<file path="config.mk">
export PLATFORM = sky130hd
export DESIGN_NAME = sync_word_length_deframer
export DESIGN_NICKNAME = d
export VERILOG_FILES = /design/src/rtl/swld_pkg.sv /design/src/rtl/sync_word_length_deframer.sv
export SDC_FILE = /design/constraint.sdc
export NUM_CORES = 1
export LEC_CHECK = 0
export BUFFER_PORTS_ARGS = -buffer_cell sky130_fd_sc_hd__buf_2
export CAP_MARGIN = 20
export CORE_MARGIN = 2
export CORE_UTILIZATION = 40
export DETAILED_ROUTE_END_ITERATION = 6
export PLACE_DENSITY = 0.59
export SYNTH_ARGS = -nofsm -noshare
export SYNTH_HDL_FRONTEND = slang
export SYNTH_SLANG_ARGS = --single-unit
</file>
<file path="constraint.sdc">
create_clock -name clk_i -period 5.3 [get_ports clk_i]
set_input_delay 1.325 -clock clk_i [delete_from_list [all_inputs] [get_ports clk_i]]
set_output_delay 1.325 -clock clk_i [all_outputs]
set_load 0.01 [all_outputs]
</file>
<file path="src/rtl/swld_pkg.sv">
// Package with shared constants, types and helpers of the sync word deframer.
package swld_pkg;

  localparam int unsigned SYNC_BYTES      = 4;
  localparam int unsigned LENGTH_BITS     = 16;
  localparam int unsigned PROCESS_BIT_POS = 31;
  localparam int unsigned PAYLOAD_BIT_POS = 30;

  localparam int unsigned ADDR_W = 3;

  localparam logic [31:0] SYNC_WORD_RST   = 32'h0000_0000;
  localparam logic [15:0] MAX_PAYLOAD_RST = 16'hFFFF;

  localparam logic [31:0] LENGTH_MASK = 32'((64'd1 << LENGTH_BITS) - 64'd1);

  typedef enum logic {
    REG_SYNC_WORD   = 1'b0,
    REG_MAX_PAYLOAD = 1'b1
  } reg_idx_e;

  typedef enum logic [1:0] {
    PH_HUNT    = 2'd0,
    PH_HEADER  = 2'd1,
    PH_PAYLOAD = 2'd2
  } phase_e;

  typedef enum logic {
    KIND_PAYLOAD = 1'b0,
    KIND_HEADER  = 1'b1
  } out_kind_e;

  typedef struct packed {
    out_kind_e   kind;
    logic [7:0]  data;
    logic [15:0] frame_length;
    logic        process_flag;
    logic        payload_flag;
    logic        last;
  } result_t;

  function automatic logic [7:0] sync_byte(input logic [31:0] word, input logic [1:0] idx);
    logic [7:0] b;
    unique case (idx)
      2'd0:    b = word[31:24];
      2'd1:    b = word[23:16];
      2'd2:    b = word[15:8];
      default: b = word[7:0];
    endcase
    return b;
  endfunction

endpackage

</file>
<file path="src/rtl/sync_word_length_deframer.sv">
// Top level of the sync word and length prefix byte stream deframer.
//
//   channel  | handshake              | payload
//   ---------+------------------------+-----------------------------------------
//   input    | in_valid_i / in_ready_o | stream_byte_i
//   output   | out_valid_o / out_ready_i | out_kind_o, out_byte_o, frame_length_o,
//            |                        | process_flag_o, payload_flag_o, last_o
//   config   | psel, penable, pwrite  | paddr, pwdata, prdata, pready
//
// One item is accepted per cycle while the skid register is empty; its result is registered.
// The frame state is updated by a single pass of compare and count logic on acceptance.
// A skid register holds one extra result, so input stalls only when it is full.
// Reset clears the frame state and both result valid flags, and loads the configuration reset values.
module sync_word_length_deframer
  import swld_pkg::*;
(
  input  logic                clk_i,
  input  logic                rst_ni,
  input  logic                in_valid_i,
  output logic                in_ready_o,
  input  logic [7:0]          stream_byte_i,
  output logic                out_valid_o,
  input  logic                out_ready_i,
  output logic                out_kind_o,
  output logic [7:0]          out_byte_o,
  output logic [15:0]         frame_length_o,
  output logic                process_flag_o,
  output logic                payload_flag_o,
  output logic                last_o,
  input  logic                psel,
  input  logic                penable,
  input  logic                pwrite,
  input  logic [ADDR_W-1:0]   paddr,
  input  logic [31:0]         pwdata,
  output logic [31:0]         prdata,
  output logic                pready
);

  logic [31:0] sync_word_q;
  logic [15:0] max_payload_q;

  phase_e      phase_q, phase_d;
  logic [1:0]  sync_index_q, sync_index_d;
  logic [23:0] header_shift_q, header_shift_d;
  logic [1:0]  header_count_q, header_count_d;
  logic [15:0] bytes_left_q, bytes_left_d;
  logic [15:0] deliver_left_q, deliver_left_d;
  logic [1:0]  frame_flags_q, frame_flags_d;

  result_t     res;
  logic        res_vld;
  result_t     out_q, skid_q;
  logic        out_vld_q, skid_vld_q;

  logic        accept;
  logic        out_fire;
  logic        cfg_wr;
  logic [31:0] hdr_word;
  logic [15:0] hdr_len;
  logic [2:0]  sync_next;
  logic [15:0] bytes_dec;

  assign pready   = 1'b1;
  assign cfg_wr   = psel && penable && pwrite;
  assign prdata   = (reg_idx_e'(paddr[2]) == REG_MAX_PAYLOAD) ? {16'h0000, max_payload_q}
                                                             : sync_word_q;

  always_ff @(posedge clk_i or negedge rst_ni) begin
    if (!rst_ni) begin
      sync_word_q   <= SYNC_WORD_RST;
      max_payload_q <= MAX_PAYLOAD_RST;
    end else if (cfg_wr) begin
      unique case (reg_idx_e'(paddr[2]))
        REG_SYNC_WORD:   sync_word_q   <= pwdata;
        REG_MAX_PAYLOAD: max_payload_q <= pwdata[15:0];
        default:         sync_word_q   <= sync_word_q;
      endcase
    end
  end

  assign in_ready_o = !skid_vld_q;
  assign accept     = in_valid_i && in_ready_o;
  assign out_fire   = out_vld_q && out_ready_i;

  assign hdr_word  = {header_shift_q, stream_byte_i};
  assign hdr_len   = 16'(hdr_word & LENGTH_MASK);
  assign sync_next = {1'b0, sync_index_q} + 3'd1;
  assign bytes_dec = (bytes_left_q != 16'd0) ? bytes_left_q - 16'd1 : bytes_left_q;

  always_comb begin
    phase_d        = phase_q;
    sync_index_d   = sync_index_q;
    header_shift_d = header_shift_q;
    header_count_d = header_count_q;
    bytes_left_d   = bytes_left_q;
    deliver_left_d = deliver_left_q;
    frame_flags_d  = frame_flags_q;
    res_vld        = 1'b0;
    res            = '{kind: KIND_PAYLOAD, data: 8'h00, frame_length: 16'h0000,
                       process_flag: 1'b0, payload_flag: 1'b0, last: 1'b0};
    unique case (phase_q)
      PH_HEADER: begin
        if (header_count_q != 2'd3) begin
          header_shift_d = {header_shift_q[15:0], stream_byte_i};
          header_count_d = header_count_q + 2'd1;
        end else begin
          frame_flags_d      = {hdr_word[PROCESS_BIT_POS], hdr_word[PAYLOAD_BIT_POS]};
          bytes_left_d       = hdr_len;
          deliver_left_d     = (hdr_len < max_payload_q) ? hdr_len : max_payload_q;
          header_shift_d     = 24'h000000;
          header_count_d     = 2'd0;
          phase_d            = (hdr_len == 16'd0) ? PH_HUNT : PH_PAYLOAD;
          sync_index_d       = 2'd0;
          res_vld            = 1'b1;
          res.kind           = KIND_HEADER;
          res.frame_length   = hdr_len;
          res.process_flag   = hdr_word[PROCESS_BIT_POS];
          res.payload_flag   = hdr_word[PAYLOAD_BIT_POS];
        end
      end
      PH_PAYLOAD: begin
        if (deliver_left_q != 16'd0) begin
          res_vld          = 1'b1;
          res.data         = stream_byte_i;
          res.process_flag = frame_flags_q[1];
          res.payload_flag = frame_flags_q[0];
          res.last         = (deliver_left_q == 16'd1);
          deliver_left_d   = deliver_left_q - 16'd1;
        end
        bytes_left_d = bytes_dec;
        if (bytes_dec == 16'd0) begin
          deliver_left_d = 16'd0;
          phase_d        = PH_HUNT;
          sync_index_d   = 2'd0;
        end
      end
      default: begin
        phase_d = PH_HUNT;
        if (stream_byte_i == sync_byte(sync_word_q,
                                       (phase_q == PH_HUNT) ? sync_index_q : 2'd0)) begin
          if (phase_q != PH_HUNT || sync_next >= 3'(SYNC_BYTES)) begin
            if (phase_q != PH_HUNT && SYNC_BYTES > 1) begin
              sync_index_d = 2'd1;
            end else begin
              sync_index_d   = 2'd0;
              phase_d        = PH_HEADER;
              header_shift_d = 24'h000000;
              header_count_d = 2'd0;
            end
          end else begin
            sync_index_d = sync_next[1:0];
          end
        end else begin
          sync_index_d = 2'd0;
        end
      end
    endcase
  end

  always_ff @(posedge clk_i or negedge rst_ni) begin
    if (!rst_ni) begin
      phase_q        <= PH_HUNT;
      sync_index_q   <= 2'd0;
      header_shift_q <= 24'h000000;
      header_count_q <= 2'd0;
      bytes_left_q   <= 16'd0;
      deliver_left_q <= 16'd0;
      frame_flags_q  <= 2'd0;
    end else if (accept) begin
      phase_q        <= phase_d;
      sync_index_q   <= sync_index_d;
      header_shift_q <= header_shift_d;
      header_count_q <= header_count_d;
      bytes_left_q   <= bytes_left_d;
      deliver_left_q <= deliver_left_d;
      frame_flags_q  <= frame_flags_d;
    end
  end

  always_ff @(posedge clk_i or negedge rst_ni) begin
    if (!rst_ni) begin
      out_vld_q  <= 1'b0;
      skid_vld_q <= 1'b0;
    end else if (skid_vld_q) begin
      if (out_fire) begin
        skid_vld_q <= 1'b0;
      end
    end else if (!out_vld_q || out_fire) begin
      out_vld_q <= accept && res_vld;
    end else if (accept && res_vld) begin
      skid_vld_q <= 1'b1;
    end
  end

  always_ff @(posedge clk_i) begin
    if (skid_vld_q) begin
      if (out_fire) begin
        out_q <= skid_q;
      end
    end else if (!out_vld_q || out_fire) begin
      out_q <= res;
    end else if (accept && res_vld) begin
      skid_q <= res;
    end
  end

  assign out_valid_o    = out_vld_q;
  assign out_kind_o     = out_q.kind;
  assign out_byte_o     = out_q.data;
  assign frame_length_o = out_q.frame_length;
  assign process_flag_o = out_q.process_flag;
  assign payload_flag_o = out_q.payload_flag;
  assign last_o         = out_q.last;

  a_skid_behind_out: assert property (@(posedge clk_i) disable iff (!rst_ni)
    skid_vld_q |-> out_vld_q)
    else $error("skid register holds a result while the output register is empty");

  a_header_fields: assert property (@(posedge clk_i) disable iff (!rst_ni)
    (out_vld_q && out_q.kind == KIND_HEADER) |-> (out_q.data == 8'h00 && !out_q.last))
    else $error("header result carries payload byte or last flag");

  a_deliver_bound: assert property (@(posedge clk_i) disable iff (!rst_ni)
    deliver_left_q <= bytes_left_q)
    else $error("more payload bytes to deliver than left in the frame");

  a_header_count_idle: assert property (@(posedge clk_i) disable iff (!rst_ni)
    (phase_q != PH_HEADER) |-> (header_count_q == 2'd0))
    else $error("header byte count left nonzero outside the header phase");

endmodule

</file>
==> reports/summary.txt <==
Total GRT Usage: 0.204
TritonCTS Sinks: 158
detailed placer's ending HPWL: 15,100 um
syn nets: 840
P_leak: 4.32 nW
Synth Warn #: 0
die span in x: 151 um
most frequent cells in the layout: 108 x buf_2, 102 x mux2_2, 86 x dfrtp_1
CTS tree: done
number of diodes: 0
DR iter-0 viols: 525
Clock Latency Late Sink: 0.44 ns
hold crit path type: flop to flop
fin cells: 1,150
main flop type after synthesis: dfrtp_1
most common cell after layout, fill and taps aside: buf_2
WHS: 0.492 ns
Synth top area share: 0.249
Worst Path Arrival: 4.06 ns
clock root buffer master: clkbuf_16
CTS H-tree depth: 4
area leader, netlist: dfrtp_1
Setup violations, final: 0
Layout Skew: 0.0169 ns
initial antenna violation count: 0
Hold Vio Cnt, Final: 0
Post-CTS Setup Bufs: 0
Crit. End Element: flop
register area share after synthesis: 0.493
drt first pass iters: 6
Syn Inst Count: 766
post-cts hold buffer count: 0
DR WL/cell: 19.2 um
CTS max path bufs: 2
wirelength, routed: 22,100 um
Slew @ Worst Pin: 0.990 ns
drt drc: 0
# fillers: 1,988
clock transition at the registers of the reported paths: 0.07 ns
GR Overflow Total: 0
die area: 22,800 sq um
setup TNS: 0 ns
Post-CTS Resized: 0
Core Area: 21,100 sq um
area of the multi-input gates: 4070 sq um
#FFs+latches synth: 158
FMAX: 267 MHz
outcome: finished clean
share of layout cells above drive strength 1: 0.336
final net count: 936
area delta synth->final: 15.9%
Die Y: 151 um
IR Drop Worst-Case VDD: 0.000209 V
gpl congestion: 0.867
critical path, cell by cell: inv_1 -> ha_1 -> or4b_1 -> or4_4 -> nor4_4 -> xnor2_1 -> nand4_2 -> o21ai_2 -> nand3_2 -> mux2_2
max capacitance violation total: 0
PnR worst setup slack: 1.55 ns
RSZ-0062 raised after global routing: false
largest net degree at the start of global routing: 75
row cnt: 53
Cell variety after synth: 75
register area: 4250 sq um
Mapped Area: 8630 sq um
worst r2r path cells: 10
first-pass GRT wire length: 35,300 um
Num CTS Buffers: 17
syn avg cell area: 11.3 sq um
hold depth: 1
number of port buffers: 109
Setup CP Type: flop to flop
minimum clock period: 3.75 ns
Slowest-stage cell, CP: o21ai_2
Initial Utilization: 0.409
worst relative slew slack: 0.340
I/O Pins: 113
Slew Viols, Final: 0
ys async rst share: 0.646
DRT antenna net count: 0
dpl ws: 1.39 ns
Post-synth EDFFs: 56
Critical Path Fanout Max: 14
crit start category: flop
top cells by area, synth: dfrtp_1 25%, edfxtp_1 19%, mux2_2 13%
Placed Cells: 1,118
Vias: 6,470
number of vias per cell: 5.63
Max stage delay on crit path: 0.62 ns
fin crit share: 0.708
vias in the first global route: 6,301
CP Data Required Time: 5.61 ns
PD cells: 368 nW/um^2
[synth_stat cells, types with 4 or more instances]
library cell	count
or3_1	7
a21oi_1	29
clkbuf_1	35
a211oi_1	8
o21a_1	8
nor3_1	18
nand3_1	10
nand2_1	37
or4_1	4
dfrtp_1	86
xnor2_1	6
inv_1	27
nor2_1	48
a22oi_1	7
dfstp_2	16
nor3b_1	4
mux2_2	102
o22ai_1	11
and3_1	23
a221o_1	4
nor2b_1	23
nor4_1	14
o2bb2ai_1	5
ha_1	24
nand4_1	7
a22o_1	17
a31oi_1	4
edfxtp_1	56
o21ai_0	33
mux2i_1	20
[metrics by stage]
stage / area (sq um) / util / total power, mW
final: 10000 / 0.475 / 3.69
after floorplan: 8630 / - / 2.20
after global placement: 9420 / 0.447 / 2.45
after detailed placement: 9420 / 0.447 / 2.46
after global routing: 10000 / 0.475 / 3.90
after CTS: 10000 / 0.475 / 3.71
[cell type report]
type                       count  share of cell area
clock inverter                15              0.0166
multi-input combinational    536               0.407
sequential                   158               0.425
tap                          275              0.0344
inverter                      27              0.0101
clock buffer                  17              0.0425
timing repair buffer         122              0.0645
[power breakdown]
part,switching (mW),internal [mW]
Clock,0.570,0.673
Sequential,0.242,1.46
Combinational,0.374,0.366
[logic make-up (layout without fill, tap and decap cells)]
| logic type | count (synthesis) | in the layout | synth area share |
|---|---|---|---|
| mux | 122 | 122 | 0.156 |
| compound gates | 158 | 158 | 0.126 |
| buf+inv | 72 | 181 | 0.0374 |
| other cells | 1 | 1 | 0.000434 |
| simple gates | 223 | 223 | 0.144 |
| xor+xnor | 8 | 8 | 0.00812 |
| fa+ha+maj | 24 | 24 | 0.0348 |
| flops | 158 | 158 | 0.493 |
[path summary, 6_finish.rpt]
| check | start | end | slack [ns] |
|---|---|---|---|
| worst max-delay path | bytes_left_q[0] | sync_index_q[0] | 1.55 |
| worst min-delay path | header_count_q[0] | header_count_q[0] | 0.49 |
| worst max register to register | bytes_left_q[0] | sync_index_q[0] | 1.55 |
| worst min register to register | header_count_q[0] | header_count_q[0] | 0.49 |
| max in group asynchronous | rst_ni | max_payload_q[4] | 3.22 |
| min in group asynchronous | rst_ni | sync_word_q[23] | 1.04 |
[sequential cells by signal (all words and copies together), names as in the netlist, 8 cells and up]
signal,flops
max_payload_q,16
header_shift_q,12
deliver_left_q,16
bytes_left_q,16
frame_length_o,16
out_byte_o,8
skid_q,28
sync_word_q,32
[worst max-delay path, delay by kind of cell (launching register included)]
family	cells	cell delay, ns
AND/OR/NAND/NOR	5	1.60
AO/OA/AOI/OAI	1	0.62
flip-flops	1	0.42
multiplexers	1	0.33
adder cells (fa/ha/maj)	1	0.29
XOR/XNOR	1	0.22
buffers and inverters	1	0.14
[layer usage]
metal	global-route usage	up-vias	part of all wire
met5	0	-	0
met2	0.317	196	0.46
met1	0.281	3175	0.46
li1	-	3071	-
met3	0.0515	28	0.070
met4	0.0617	0	0.015
Power figures use the tool's default switching activity.
